--- src/rtl/core/tcobr_pkg.sv ---
// ---------------------------------------------------------------------------
// tcobr_pkg
// Shared types and constants for the two-channel optical byte receiver.
// ---------------------------------------------------------------------------
package tcobr_pkg;

   localparam int HISTORY_DEPTH = 10;
   localparam int LEVEL_W       = 8;
   localparam int HOLD_W        = 4;
   localparam int WINDOW_W      = 4;
   localparam int COUNT_W       = 4;
   localparam int SHIFT_W       = 9;
   localparam int BYTE_W        = 8;
   localparam int CSR_INDEX_W   = 2;
   localparam int CSR_DATA_W    = 8;

   localparam logic [COUNT_W-1:0] BITS_PER_FRAME = COUNT_W'(SHIFT_W);

   localparam logic [HOLD_W-1:0]   HOLD_RESET      = HOLD_W'(3);
   localparam logic [LEVEL_W-1:0]  THRESHOLD_RESET = LEVEL_W'(10);
   localparam logic [WINDOW_W-1:0] WINDOW_RESET    = WINDOW_W'(10);

   typedef enum logic [CSR_INDEX_W-1:0] {
      CSR_HOLD_FRAMES     = 2'd0,
      CSR_LEVEL_THRESHOLD = 2'd1,
      CSR_START_WINDOW    = 2'd2
   } csr_index_type;

   typedef struct packed {
      logic [LEVEL_W-1:0] sync_level;
      logic [LEVEL_W-1:0] data_level;
      logic               frame_found;
      logic               abort;
   } req_data_type;

   typedef struct packed {
      logic [BYTE_W-1:0] byte_value;
      logic              byte_ready;
      logic              parity_error;
      logic              sync_on;
      logic              data_on;
      logic              receiving;
   } rsp_data_type;

   typedef struct packed {
      logic [LEVEL_W-1:0] level_threshold;
      logic [HOLD_W-1:0]  hold_frames;
   } chan_cfg_type;

endpackage

--- src/rtl/core/two_channel_optical_byte_receiver.sv ---
// A beat accepted from req_ is held in the input register; its result then goes to
// the result register on rsp_. Throughput: one beat per cycle while rsp_stall is low;
// the two registers decouple the channels: rsp_stall holds off req_ only when both are full.
// Reset (synchronous, active high) clears histories, start timer, transfer flag,
// bit count and valids, and restores the register defaults 3, 10 and 10.
// ---------------------------------------------------------------------------
// two_channel_optical_byte_receiver
// Qualifies sync/data spots and assembles parity-checked bytes.
// ---------------------------------------------------------------------------
module two_channel_optical_byte_receiver
   import tcobr_pkg::*;
(
   input  logic                   clock,
   input  logic                   reset,
   input  logic                   req_valid,
   output logic                   req_stall,
   input  req_data_type           req_data,
   output logic                   rsp_valid,
   input  logic                   rsp_stall,
   output rsp_data_type           rsp_data,
   input  logic                   csr_valid,
   output logic                   csr_ready,
   input  logic [CSR_INDEX_W-1:0] csr_index,
   input  logic [CSR_DATA_W-1:0]  csr_wdata
);

   chan_cfg_type        cfg_ff;
   logic [WINDOW_W-1:0] window_ff;

   logic                in_valid_ff;
   logic                in_valid_in;
   req_data_type        in_data_ff;
   logic                rsp_valid_ff;
   logic                rsp_valid_in;
   rsp_data_type        rsp_data_ff;
   rsp_data_type        rsp_data_in;

   logic [WINDOW_W-1:0] timer_ff;
   logic [WINDOW_W-1:0] timer_in;
   logic                xfer_ff;
   logic                xfer_in;
   logic [COUNT_W-1:0]  count_ff;
   logic [COUNT_W-1:0]  count_in;
   logic [SHIFT_W-1:0]  shift_ff;
   logic [SHIFT_W-1:0]  shift_in;

   logic                out_free;
   logic                advance;
   logic                load_in;
   logic                sync_on;
   logic                data_on;
   logic                do_shift;
   logic                shift_bit;
   logic [BYTE_W-1:0]   byte_val;

   assign csr_ready = 1'b1;
   assign out_free  = !rsp_valid_ff || !rsp_stall;
   assign advance   = in_valid_ff && out_free;
   assign req_stall = in_valid_ff && !out_free;
   assign load_in   = req_valid && !req_stall;
   assign rsp_valid = rsp_valid_ff;
   assign rsp_data  = rsp_data_ff;

   always_ff @(posedge clock) begin
      if (reset) begin
         cfg_ff.hold_frames     <= HOLD_RESET;
         cfg_ff.level_threshold <= THRESHOLD_RESET;
         window_ff              <= WINDOW_RESET;
      end else if (csr_valid && csr_ready) begin
         unique case (csr_index)
            CSR_HOLD_FRAMES:     cfg_ff.hold_frames     <= csr_wdata[HOLD_W-1:0];
            CSR_LEVEL_THRESHOLD: cfg_ff.level_threshold <= csr_wdata[LEVEL_W-1:0];
            CSR_START_WINDOW:    window_ff              <= csr_wdata[WINDOW_W-1:0];
            default: begin
            end
         endcase
      end
   end

   tcobr_chan u_sync (
      .clock       (clock),
      .reset       (reset),
      .advance     (advance),
      .level       (in_data_ff.sync_level),
      .frame_found (in_data_ff.frame_found),
      .cfg         (cfg_ff),
      .chan_on     (sync_on)
   );

   tcobr_chan u_data (
      .clock       (clock),
      .reset       (reset),
      .advance     (advance),
      .level       (in_data_ff.data_level),
      .frame_found (in_data_ff.frame_found),
      .cfg         (cfg_ff),
      .chan_on     (data_on)
   );

   always_comb begin
      timer_in  = (timer_ff != '0) ? timer_ff - WINDOW_W'(1) : timer_ff;
      xfer_in   = xfer_ff;
      count_in  = count_ff;
      shift_in  = shift_ff;
      do_shift  = 1'b0;
      shift_bit = 1'b0;

      if (sync_on && !data_on) begin
         timer_in = window_ff;
         do_shift = xfer_ff;
      end else if (!sync_on && data_on) begin
         if ((timer_in != '0) && !xfer_ff) begin
            xfer_in  = 1'b1;
            count_in = '0;
         end
      end else if (sync_on && data_on) begin
         do_shift  = xfer_ff;
         shift_bit = 1'b1;
      end

      if (do_shift) begin
         shift_in = {shift_ff[SHIFT_W-2:0], shift_bit};
         count_in = count_ff + COUNT_W'(1);
      end

      byte_val                 = shift_in[SHIFT_W-1:1];
      rsp_data_in.byte_value   = '0;
      rsp_data_in.byte_ready   = 1'b0;
      rsp_data_in.parity_error = 1'b0;
      if (count_in == BITS_PER_FRAME) begin
         if ((^byte_val) == shift_in[0]) begin
            rsp_data_in.byte_ready = 1'b1;
            rsp_data_in.byte_value = byte_val;
         end else begin
            rsp_data_in.parity_error = 1'b1;
         end
         xfer_in  = 1'b0;
         count_in = '0;
      end

      if (in_data_ff.abort) begin
         count_in = '0;
      end

      rsp_data_in.sync_on   = sync_on;
      rsp_data_in.data_on   = data_on;
      rsp_data_in.receiving = xfer_in;

      in_valid_in  = load_in ? 1'b1 : (advance ? 1'b0 : in_valid_ff);
      rsp_valid_in = advance ? 1'b1 : (out_free ? 1'b0 : rsp_valid_ff);
   end

   always_ff @(posedge clock) begin
      if (reset) begin
         in_valid_ff  <= 1'b0;
         rsp_valid_ff <= 1'b0;
         timer_ff     <= '0;
         xfer_ff      <= 1'b0;
         count_ff     <= '0;
      end else begin
         in_valid_ff  <= in_valid_in;
         rsp_valid_ff <= rsp_valid_in;
         if (advance) begin
            timer_ff <= timer_in;
            xfer_ff  <= xfer_in;
            count_ff <= count_in;
         end
      end
   end

   always_ff @(posedge clock) begin
      if (load_in) begin
         in_data_ff <= req_data;
      end
      if (advance) begin
         shift_ff    <= shift_in;
         rsp_data_ff <= rsp_data_in;
      end
   end

   a_count_range: assert property (@(posedge clock) disable iff (reset)
      count_ff < BITS_PER_FRAME)
      else $error("bit count reached a full frame without completing");

   a_result_excl: assert property (@(posedge clock) disable iff (reset)
      rsp_valid_ff |-> !(rsp_data_ff.byte_ready && rsp_data_ff.parity_error))
      else $error("byte ready and parity error together");

   a_done_ends_xfer: assert property (@(posedge clock) disable iff (reset)
      advance && (rsp_data_in.byte_ready || rsp_data_in.parity_error) |=> !xfer_ff)
      else $error("transfer still running after a completed frame");

   a_value_zero: assert property (@(posedge clock) disable iff (reset)
      rsp_valid_ff && !rsp_data_ff.byte_ready |-> rsp_data_ff.byte_value == '0)
      else $error("byte value set without a ready byte");

   a_receiving: assert property (@(posedge clock) disable iff (reset)
      advance |=> rsp_data_ff.receiving == xfer_ff)
      else $error("receiving flag differs from transfer state");

endmodule

--- src/rtl/core/tcobr_chan.sv ---
// ---------------------------------------------------------------------------
// tcobr_chan
// Per-channel bright/dark history and hold qualification.
// ---------------------------------------------------------------------------
module tcobr_chan
   import tcobr_pkg::*;
(
   input  logic               clock,
   input  logic               reset,
   input  logic               advance,
   input  logic [LEVEL_W-1:0] level,
   input  logic               frame_found,
   input  chan_cfg_type       cfg,
   output logic               chan_on
);

   logic [HISTORY_DEPTH-1:0] hist_ff;
   logic [HISTORY_DEPTH-1:0] hist_in;
   logic [HISTORY_DEPTH-1:0] pushed;
   logic [HISTORY_DEPTH-1:0] mask;
   logic                     flag;

   always_comb begin
      flag   = frame_found ? (level > cfg.level_threshold) : hist_ff[0];
      pushed = (hist_ff << 1) | HISTORY_DEPTH'(flag);
      for (int i = 0; i < HISTORY_DEPTH; i++) begin
         mask[i] = (i < int'(cfg.hold_frames));
      end
      chan_on = ((pushed & mask) == mask);
      hist_in = chan_on ? (pushed & ~mask) : pushed;
   end

   always_ff @(posedge clock) begin
      if (reset) begin
         hist_ff <= '0;
      end else if (advance) begin
         hist_ff <= hist_in;
      end
   end

endmodule
--- config.mk ---
export PLATFORM = sky130hd
export DESIGN_NAME = two_channel_optical_byte_receiver
export DESIGN_NICKNAME = d
export VERILOG_FILES = /design/src/rtl/core/tcobr_pkg.sv /design/src/rtl/core/two_channel_optical_byte_receiver.sv /design/src/rtl/core/tcobr_chan.sv
export SDC_FILE = /design/constraint.sdc
export NUM_CORES = 1
export LEC_CHECK = 0
export ABC_AREA = 1
export BUFFER_PORTS_ARGS = -buffer_cell sky130_fd_sc_hd__buf_2
export CAP_MARGIN = 10
export CORE_MARGIN = 2
export CORE_UTILIZATION = 45
export DETAILED_ROUTE_END_ITERATION = 16
export PLACE_DENSITY = 0.62
export SYNTH_ARGS = -nofsm -noshare
export SYNTH_HDL_FRONTEND = slang
export SYNTH_SLANG_ARGS = --single-unit
--- constraint.sdc ---
create_clock -name clock -period 3.1 [get_ports clock]
set_input_delay 0 -clock clock [delete_from_list [all_inputs] [get_ports clock]]
set_output_delay 0 -clock clock [all_outputs]
set_load 0.01 [all_outputs]
==> impl_metrics.yaml, run 1 <==
setup_path:
  cp_data_required_time_ns: 3.21
  setup_crit_end_kind: "register"
  criticalPathCategory: "reg2reg"
  crit_fanout: 9
  crit_arrival_ns: 2.96
  timing.critical_path.from_type: "register"
detailed_routing:
  wire_per_inst_um: 12.7
  via_per_inst: 4.95
  remaining_drc_errors: 0
  wl_mm: 9.26
  route.antenna.remaining_nets: 0
  via_count: 3610
  initialDrtViolationCount: 115
  detail_route.first_pass.iterations: 4
timing:
  maxSlewViolCount: 0
  max_clock_freq_ghz: 0.351
  period_share: 0.918
  setup_slack_ns: 0.255
  timing.slew.headroom: 0.530
  finalWorstPathRequiredPeriod_ns: 2.85
  hold_vio_cnt_final: 0
  clock-skew-final_ns: 0.00840
  setup_tns_ns: 0
  worst_slew_pin_slew_ns: 0.704
  finalSetupViolations: 0
  hold_slack_ns: 0.0123
pwr:
  leakage_nw: 2.30
  seq_power_share: 0.512
  share_clk_of_total_power: 0.364
  vdd_ir_drop_max_uv: 255
  int_pwr_mw: 1.81
  net-switching-power_mw: 0.610
  combPwrFrac: 0.123
  powerDensity_mw_per_mm2: 465
  p_total_mw: 2.42
  power.share.switching: 0.252
clock_tree:
  cts_buffers: 9
  cts.htree.levels: 3
  clk_transition_reported_paths_ns: 0.09
  clock-sinks: 85
  clock_path_buffers: 2
  cts-root-buf: "sky130_fd_sc_hd__clkbuf_8"
  tritoncts_clock_tree: "yes"
  clkLatencyLatePin_ns: 0.36
global_route:
  first_global_vias: 3398
  gr-usage-all-layers: 0.190
  pin_count_of_the_biggest_net_entering_global_routing: 48
  grt_overflow_total: 0
  wire_length_of_the_first_global_routing_pass_mm: 15.4
  grt_antenna_before_repair: 0
placed_design:
  detailedPlace.worstSlack_ns: 0.117
  globalplace.congestion: 0.805
  placed_cells: 682
  dp.final_hpwl_mm: 6.56
  post_dp_cell_area_sq_mm: 0.00463
  placement.io_buffers: 47
yosys:
  synthDistinctLibCells: 36
  synth.net_count: 568
  post_synth_inst_count: 517
  synth_seq_cells: 85
  yosys_warnings: 0
  synth.yosys.seq_area_share: 0.490
  synthesis.area_sq_mm: 0.00429
  synth.avg_cell_area_sq_um: 8.29
  synth-main-ff-cell: "sky130_fd_sc_hd__dfxtp_1"
  ys_async_sr_fraction: 0
  number_of_enable_flip_flop_cells_after_synthesis: 40
floorplan:
  die_height_um: 102
  core_area_sq_mm: 0.00924
  die_w_um: 102
  die_area_sq_mm: 0.0103
  starting_density_of_the_core: 0.464
  boundaryPins: 49
  number_of_cell_rows: 35
finish:
  final_cell_area_sq_mm: 0.00521
  nNetsFinal: 647
  commonest_non_fill_non_tap_cell_in_the_layout: "sky130_fd_sc_hd__nand2_1"
  final-instance-count-excl-fill: 730
  areaGrowthSynthToFinish_pct: 21.5
  fillerInstances: 833
  register_area_sq_mm: 0.00210
  layout.cells.most_common_list: "sky130_fd_sc_hd__nand2_1, sky130_fd_sc_hd__inv_1, sky130_fd_sc_hd__buf_2"
  finish.utilization: 0.563
  multi_input_comb_area_sq_mm: 0.00187
  diodes: 0
  share_of_layout_cells_above_drive_strength_1: 0.168
min_path:
  class_of_the_most_critical_hold_timing_path: "in2reg"
run_status:
  run_status: "finished, final reports clean"
job:
  max-cap-violations: 0
[final cells by class]
cell class,instances,share of cell area
clock buffers,10,0.0264
multi-input cells,344,0.358
well taps,129,0.0310
inverters,72,0.0519
repair buffers,84,0.112
clock inverters,6,0.0166
flip-flops and latches,85,0.404
[cells by family (layout without fill, tap and decap cells)]
logic type               count (synthesis)  after routing  synth area share
adder cells (fa/ha/maj)                 18             18            0.0525
XOR/XNOR                                 2              2           0.00409
AND/OR/NAND/NOR                        214            214             0.220
flip-flops                              85             85             0.490
other                                    1              1          0.000875
AO/OA/AOI/OAI                          109            109             0.147
buffers and inverters                   88            172            0.0852
[path summary, 6_finish.rpt]
path,start,end,slack (ns),depth (start not counted)
max,in_data_ff[17],rsp_data[4],0.25,19
min,csr_index[0],cfg_ff[0],0.01,3
max reg2reg,in_data_ff[17],rsp_data[4],0.25,19
min reg2reg,timer_ff[1],timer_ff[1],0.47,2
[per-layer routing]
metal / global-route usage / share of wire / vias up / routed length, um
met5: 0 / 0 / - / 0
met4: 0.0686 / 0.017 / 0 / 153
met3: 0.0373 / 0.031 / 15 / 291
met2: 0.318 / 0.48 / 71 / 4420
met1: 0.243 / 0.48 / 1643 / 4400
li1: - / - / 1881 / -
[Yosys cell counts, types with 3 or more instances]
library cell,number,area [sq um]
sky130_fd_sc_hd__a21oi_1,47,235
sky130_fd_sc_hd__buf_6,4,45.0
sky130_fd_sc_hd__clkbuf_1,9,33.8
sky130_fd_sc_hd__dfxtp_1,45,901
sky130_fd_sc_hd__edfxtp_1,40,1200
sky130_fd_sc_hd__ha_1,18,225
sky130_fd_sc_hd__inv_1,70,263
sky130_fd_sc_hd__nand2_1,131,492
sky130_fd_sc_hd__nand2_2,6,37.5
sky130_fd_sc_hd__nand3_1,18,90.1
sky130_fd_sc_hd__nand4_1,11,68.8
sky130_fd_sc_hd__nor2_1,27,101
sky130_fd_sc_hd__nor2_2,7,43.8
sky130_fd_sc_hd__nor3_1,3,15.0
sky130_fd_sc_hd__o211ai_1,23,173
sky130_fd_sc_hd__o21ai_0,29,145
sky130_fd_sc_hd__or2_2,4,25.0
[critical path, cell delays in order, from the launching register on]
cell                       delay, ns
sky130_fd_sc_hd__edfxtp_1       0.38
sky130_fd_sc_hd__ha_1           0.30
sky130_fd_sc_hd__nand2_1        0.07
sky130_fd_sc_hd__nor2_1         0.15
sky130_fd_sc_hd__nand2_1        0.08
sky130_fd_sc_hd__nand2_1        0.07
sky130_fd_sc_hd__nand2_1        0.12
sky130_fd_sc_hd__nand3_4        0.16
sky130_fd_sc_hd__nand3_4        0.12
sky130_fd_sc_hd__buf_4          0.19
sky130_fd_sc_hd__o21ai_0        0.24
sky130_fd_sc_hd__nand2_1        0.12
sky130_fd_sc_hd__nand2_1        0.08
sky130_fd_sc_hd__nand2_1        0.05
sky130_fd_sc_hd__nand2_1        0.09
sky130_fd_sc_hd__inv_1          0.05
sky130_fd_sc_hd__nand2_1        0.08
sky130_fd_sc_hd__nand2_2        0.08
sky130_fd_sc_hd__nand2_4        0.13
sky130_fd_sc_hd__inv_1          0.05
[state kept, by name (all words and copies together), names as in the netlist]
| signal | flops |
|---|---|
| rsp_valid | 1 |
| xfer_ff | 1 |
| u_data.hist_ff | 9 |
| shift_ff | 9 |
| count_ff | 4 |
| rsp_data | 13 |
| in_data_ff | 18 |
| window_ff | 4 |
| cfg_ff | 12 |
| u_sync.hist_ff | 9 |
| in_valid_ff | 1 |
| timer_ff | 4 |
[power by group through the flow]
stage          sequential (mW)  combinational, mW  clock (mW)
2_1_floorplan             1.26              0.184           0
3_3_place_gp              1.26              0.255           0
3_5_place_dp              1.27              0.260           0
4_1_cts                   1.24              0.289       0.900
5_1_grt                   1.24              0.339       0.947
6_report                  1.24              0.299       0.882
[what timing repair did]
item                       CTS  global route
buffers inserted             0             4
hold endpoints to repair    36             0
setup endpoints to repair    0            13
gates resized for setup      0             9
hold buffers                28             0
(Power assumes the default switching activity.)
==> run 2, diff against run 1 <==
ABC_AREA = default   (was 1)
clock period = 3.6 ns   (was 3.1 ns; I/O delays follow)
==> impl_metrics.yaml, run 2 <==
pwr:
  vdd_ir_drop_max_uv: 192
  net-switching-power_mw: 0.516
  power.share.switching: 0.270
  int_pwr_mw: 1.40
  seq_power_share: 0.556
  share_clk_of_total_power: 0.323
  combPwrFrac: 0.121
  leakage_nw: 1.93
  powerDensity_mw_per_mm2: 375
  p_total_mw: 1.91
global_route:
  pin_count_of_the_biggest_net_entering_global_routing: 46
  grt_antenna_before_repair: 0
  gr-usage-all-layers: 0.191
  first_global_vias: 3223
  grt_overflow_total: 0
  wire_length_of_the_first_global_routing_pass_mm: 15.4
clock_tree:
  tritoncts_clock_tree: "yes"
  cts_buffers: 9
  clock-sinks: 85
  cts-root-buf: "sky130_fd_sc_hd__clkbuf_8"
  cts.htree.levels: 3
  clk_transition_reported_paths_ns: 0.09
  post-cts-setup-buffer-count: 0
  clkLatencyLatePin_ns: 0.36
  clock_path_buffers: 2
  cts.repair.resized: 0
  cts_hold_repair.buffers: 28
floorplan:
  die_height_um: 101
  die_w_um: 101
  die_area_sq_mm: 0.0103
  number_of_cell_rows: 35
  starting_density_of_the_core: 0.462
  core_area_sq_mm: 0.00924
  boundaryPins: 49
detailed_routing:
  via_per_inst: 5.30
  wl_mm: 9.32
  via_count: 3395
  route.antenna.remaining_nets: 0
  initialDrtViolationCount: 225
  remaining_drc_errors: 0
  wire_per_inst_um: 14.5
  detail_route.first_pass.iterations: 4
finish:
  layout.cells.most_common_list: "sky130_fd_sc_hd__nand2_1, sky130_fd_sc_hd__buf_2, sky130_fd_sc_hd__dfxtp_1"
  areaGrowthSynthToFinish_pct: 19.5
  fillerInstances: 842
  share_of_layout_cells_above_drive_strength_1: 0.174
  final_cell_area_sq_mm: 0.00510
  nNetsFinal: 558
  largest_reg_flops: 18
  finish.utilization: 0.552
  diodes: 0
  commonest_non_fill_non_tap_cell_in_the_layout: "sky130_fd_sc_hd__nand2_1"
  max_flop_register: "in_data_ff"
timing:
  hold_slack_ns: 0.124
  max_clock_freq_ghz: 0.307
  hold_vio_cnt_final: 0
  clock-skew-final_ns: 0.0134
  finalSetupViolations: 0
  period_share: 0.904
  maxSlewViolCount: 0
  worst_slew_pin_slew_ns: 0.896
  finalWorstPathRequiredPeriod_ns: 3.26
  timing.slew.headroom: 0.401
  rsz_0062_raised_after_global_routing: "false"
  setup_tns_ns: 0
yosys:
  synthesis.area_sq_mm: 0.00427
  number_of_enable_flip_flop_cells_after_synthesis: 40
  synthDistinctLibCells: 53
  post_synth_most_frequent_cells: "sky130_fd_sc_hd__nand2_1, sky130_fd_sc_hd__dfxtp_1, sky130_fd_sc_hd__a21oi_1, sky130_fd_sc_hd__edfxtp_1, sky130_fd_sc_hd__nor2_1"
  synth.yosys.seq_area_share: 0.492
  synth.net_count: 482
  synth.top_cells.by_area: "sky130_fd_sc_hd__edfxtp_1, sky130_fd_sc_hd__dfxtp_1, sky130_fd_sc_hd__ha_1, sky130_fd_sc_hd__nand2_1, sky130_fd_sc_hd__a21oi_1"
  yosys_warnings: 0
  synth.avg_cell_area_sq_um: 9.91
  synthMostInstantiatedCell: "sky130_fd_sc_hd__nand2_1"
  synth-main-ff-cell: "sky130_fd_sc_hd__dfxtp_1"
  netlist.area_leader.share: 0.281
  post_synth_inst_count: 431
  synth_top_cell_by_area: "sky130_fd_sc_hd__edfxtp_1"
  ys_async_sr_fraction: 0
  synth_seq_cells: 85
setup_path:
  cp_data_required_time_ns: 3.81
  crit_fanout: 9
  worst_path_buffer_plus_inverter_count: 2
  critical-path-max-stage-delay_ns: 0.61
  cp_slowest_cell: "sky130_fd_sc_hd__or3_1"
  timing.critical_path.from_type: "register"
  crit_arrival_ns: 3.47
  criticalPathCategory: "reg2reg"
  timing.critical_path.cells: "inv_1, ha_1, nand4_1, o21a_1, a221o_1, o211ai_4, inv_4, a2111oi_4, o311ai_2, or3_1, nor3b_2"
  setup_crit_end_kind: "register"
  worst_path_dominant_cell_family: "compound AO/OA/AOI/OAI gates"
run_status:
  run_status: "finished, final reports clean"
min_path:
  class_of_the_most_critical_hold_timing_path: "in2reg"
job:
  max-cap-violations: 0
placed_design:
  placement.io_buffers: 47
  post_dp_cell_area_sq_mm: 0.00465
  dp.final_hpwl_mm: 6.41
  globalplace.congestion: 0.859
## run 2: cell count changes in the layout (fill, tap and decap cells not counted), moves of 6 or more
cell,before,now
sky130_fd_sc_hd__a211o_1,0,9
sky130_fd_sc_hd__inv_1,69,19
sky130_fd_sc_hd__nor2_2,8,1
sky130_fd_sc_hd__xnor2_1,0,6
sky130_fd_sc_hd__o21ai_0,28,17
sky130_fd_sc_hd__nor2b_1,0,6
sky130_fd_sc_hd__mux2i_1,0,13
sky130_fd_sc_hd__nand2_1,131,59
sky130_fd_sc_hd__nand3_1,17,7
sky130_fd_sc_hd__nand4_1,11,5
sky130_fd_sc_hd__nor3b_2,0,8
sky130_fd_sc_hd__nor2_1,25,32
## run 2: path summary, 6_finish.rpt
path	from	end	slack [ns]	cells past startpoint
setup / recovery	cfg_ff[11]	rsp_data[12]	0.34	11
hold / removal	csr_index[0]	cfg_ff[3]	0.12	4
setup reg to reg	cfg_ff[11]	rsp_data[12]	0.34	11
hold reg to reg	u_sync.hist_ff[8]	u_sync.hist_ff[8]	0.45	2
## run 2: area by class of cell
cell class | count | area [sq um] | share of cell area
Sequential cell | 85 | 2100 | 0.412
Inverter | 21 | 81.3 | 0.0159
Clock buffer | 9 | 124 | 0.0243
Clock inverter | 7 | 50.0 | 0.00981
Multi-Input combinational cell | 305 | 1990 | 0.391
Tap cell | 129 | 161 | 0.0316
Timing Repair Buffer | 85 | 591 | 0.116
## run 2: cells by family after synthesis
kind of cell | count (synthesis) | share of synthesized area
and+or+nand+nor | 144 | 0.168
AOI/OAI and AO/OA | 121 | 0.194
DFF | 85 | 0.492
buffers and inverters | 41 | 0.0404
adders and majority gates | 18 | 0.0528
muxes | 13 | 0.0305
xor gates and xnor gates | 8 | 0.0208
other | 1 | 0.000878
## run 2: worst register-to-register path, cell delays in order, from the launching register on
cell and delay, ns:
sky130_fd_sc_hd__dfxtp_1 0.34, sky130_fd_sc_hd__inv_1 0.06, sky130_fd_sc_hd__ha_1 0.31, sky130_fd_sc_hd__nand4_1 0.19, sky130_fd_sc_hd__o21a_1 0.24, sky130_fd_sc_hd__a221o_1 0.38, sky130_fd_sc_hd__o211ai_4 0.23, sky130_fd_sc_hd__inv_4 0.09
sky130_fd_sc_hd__a2111oi_4 0.23, sky130_fd_sc_hd__o311ai_2 0.18, sky130_fd_sc_hd__or3_1 0.61, sky130_fd_sc_hd__nor3b_2 0.25
## run 2: stage by stage
step / setup WS, ns / instances
after floorplan: 0.533 / 431
after global placement: 0.424 / 597
after detailed placement: 0.357 / 597
after CTS: 0.325 / 641
after global routing: 0.0893 / 641
final: 0.345 / 641
## run 2: power by group through the flow
| stage | logic, mW | registers [mW] | clock network [mW] |
|---|---|---|---|
| global placement | 0.205 | 1.09 | 0 |
| floorplan | 0.146 | 1.08 | 0 |
| global route | 0.258 | 1.07 | 0.664 |
| finish | 0.232 | 1.06 | 0.617 |
| CTS | 0.233 | 1.06 | 0.631 |
| detailed placement | 0.210 | 1.09 | 0 |
## run 2: layer usage
layer / track usage / part of all wire / vias to the layer above
met5: 0 / 0 / -
met4: 0.0655 / 0.016 / 0
met3: 0.0400 / 0.045 / 11
met2: 0.310 / 0.47 / 89
met1: 0.254 / 0.47 / 1573
li1: - / - / 1722
==> run 3, diff against run 2 <==
CORE_UTILIZATION = 35   (was 45)
PLACE_DENSITY = 0.5   (was 0.62)
==> impl_metrics.yaml, run 3 (same netlist as run 2, synthesis figures left out) <==
setup_path:
  crit_fanout: 9
  crit_arrival_ns: 3.45
  cp_data_required_time_ns: 3.78
  criticalPathCategory: "reg2reg"
  setup_crit_end_kind: "register"
  timing.critical_path.cells: "inv_1, ha_1, nand4_1, o21a_1, a221o_1, o211ai_4, inv_4, a2111oi_4, o311ai_2, or3_1, nor3b_2"
  cp_slowest_cell: "sky130_fd_sc_hd__or3_1"
  timing.critical_path.from_type: "register"
  critical-path-max-stage-delay_ns: 0.62
detailed_routing:
  via_per_inst: 5.15
  route.antenna.remaining_nets: 0
  initialDrtViolationCount: 167
  wire_per_inst_um: 14.7
  wl_mm: 9.75
  remaining_drc_errors: 0
  detail_route.first_pass.iterations: 4
  via_count: 3412
timing:
  rsz_0062_raised_after_global_routing: "false"
  period_share: 0.909
  setup_tns_ns: 0
  max_clock_freq_ghz: 0.306
  maxSlewViolCount: 0
  finalWorstPathRequiredPeriod_ns: 3.27
  finalSetupViolations: 0
  hold_slack_ns: 0.156
  clock-skew-final_ns: 0.00953
  hold_vio_cnt_final: 0
  worst_slew_pin_slew_ns: 0.981
  timing.slew.headroom: 0.345
global_route:
  grt_overflow_total: 0
  first_global_vias: 3246
  pin_count_of_the_biggest_net_entering_global_routing: 46
  grt_antenna_before_repair: 0
  gr-usage-all-layers: 0.154
  wire_length_of_the_first_global_routing_pass_mm: 15.9
pwr:
  share_clk_of_total_power: 0.387
  vdd_ir_drop_max_uv: 241
  leakage_nw: 1.99
  int_pwr_mw: 1.60
  combPwrFrac: 0.111
  powerDensity_mw_per_mm2: 406
  net-switching-power_mw: 0.522
  seq_power_share: 0.502
  power.share.switching: 0.245
finish:
  diodes: 0
  areaGrowthSynthToFinish_pct: 22.7
  commonest_non_fill_non_tap_cell_in_the_layout: "sky130_fd_sc_hd__nand2_1"
  nNetsFinal: 562
  max_flop_register: "in_data_ff"
  largest_reg_flops: 18
  fillerInstances: 1169
  share_of_layout_cells_above_drive_strength_1: 0.174
  layout.cells.most_common_list: "sky130_fd_sc_hd__nand2_1, sky130_fd_sc_hd__buf_2, sky130_fd_sc_hd__dfxtp_1"
clock_tree:
  clkLatencyLatePin_ns: 0.34
  cts.htree.levels: 3
  clock_path_buffers: 2
  cts.repair.resized: 0
  post-cts-setup-buffer-count: 0
  cts-root-buf: "sky130_fd_sc_hd__clkbuf_16"
  clock-sinks: 85
  cts_buffers: 9
  clk_transition_reported_paths_ns: 0.06
  tritoncts_clock_tree: "yes"
  cts_hold_repair.buffers: 28
placed_design:
  globalplace.congestion: 0.828
  dp.final_hpwl_mm: 6.82
  placement.io_buffers: 47
min_path:
  class_of_the_most_critical_hold_timing_path: "in2reg"
floorplan:
  number_of_cell_rows: 40
  die_w_um: 114
  starting_density_of_the_core: 0.357
  die_height_um: 114
  boundaryPins: 49
  core_area_sq_mm: 0.0120
  die_area_sq_mm: 0.0131
run_status:
  run_status: "finished, final reports clean"
job:
  max-cap-violations: 0
[run 3: final timing paths]
path                      from      endpoint  slack (ns)  cells past startpoint
hold reg to reg      cfg_ff[7]     cfg_ff[7]        0.47                      1
setup / recovery    cfg_ff[11]  rsp_data[12]        0.33                     11
hold / removal    csr_index[1]     cfg_ff[3]        0.16                      4
setup reg to reg    cfg_ff[11]  rsp_data[12]        0.33                     11
[run 3: per-stage QoR]
stage / power [mW] / util / worst slack (ns) / instance area (sq um) / instances
floorplan: 1.23 / - / 0.533 / 4270 / 431
global placement: 1.30 / 0.393 / 0.346 / 4700 / 619
detailed placement: 1.30 / 0.393 / 0.292 / 4700 / 619
CTS: 2.15 / 0.438 / 0.295 / 5240 / 663
global route: 2.21 / 0.438 / 0.0832 / 5240 / 663
finish: 2.13 / 0.438 / 0.329 / 5240 / 663
[run 3: final cells by class]
| cell class | count | area (sq um) | share of cell area |
|---|---|---|---|
| clock buffers | 9 | 225 | 0.0430 |
| inverters | 21 | 81.3 | 0.0155 |
| clock inverters | 7 | 32.5 | 0.00621 |
| well taps | 147 | 184 | 0.0351 |
| repair buffers | 89 | 621 | 0.118 |
| flip-flops and latches | 85 | 2100 | 0.401 |
| multi-input cells | 305 | 1990 | 0.381 |
[run 3: per-layer routing]
layer,vias up,wire (um),GRT usage
li1,1719,-,-
met1,1621,4680,0.210
met2,64,4610,0.248
met3,8,354,0.0302
met4,0,115,0.0488
met5,-,0,0
[run 3: worst max-delay path: cells and delay by family (launching register included)]
family                   cells  cell delay [ns]
flip-flops                   1             0.32
AO/OA/AOI/OAI                5             1.27
AND/OR/NAND/NOR              3             1.06
adder cells (fa/ha/maj)      1             0.31
buffers and inverters        2             0.15
[run 3: power groups by stage]
stage | Clock (mW) | Combinational (mW) | Sequential [mW]
final | 0.822 | 0.236 | 1.07
after detailed placement | 0 | 0.215 | 1.09
after CTS | 0.842 | 0.239 | 1.07
after global routing | 0.881 | 0.262 | 1.07
after floorplan | 0 | 0.146 | 1.08
after global placement | 0 | 0.212 | 1.09
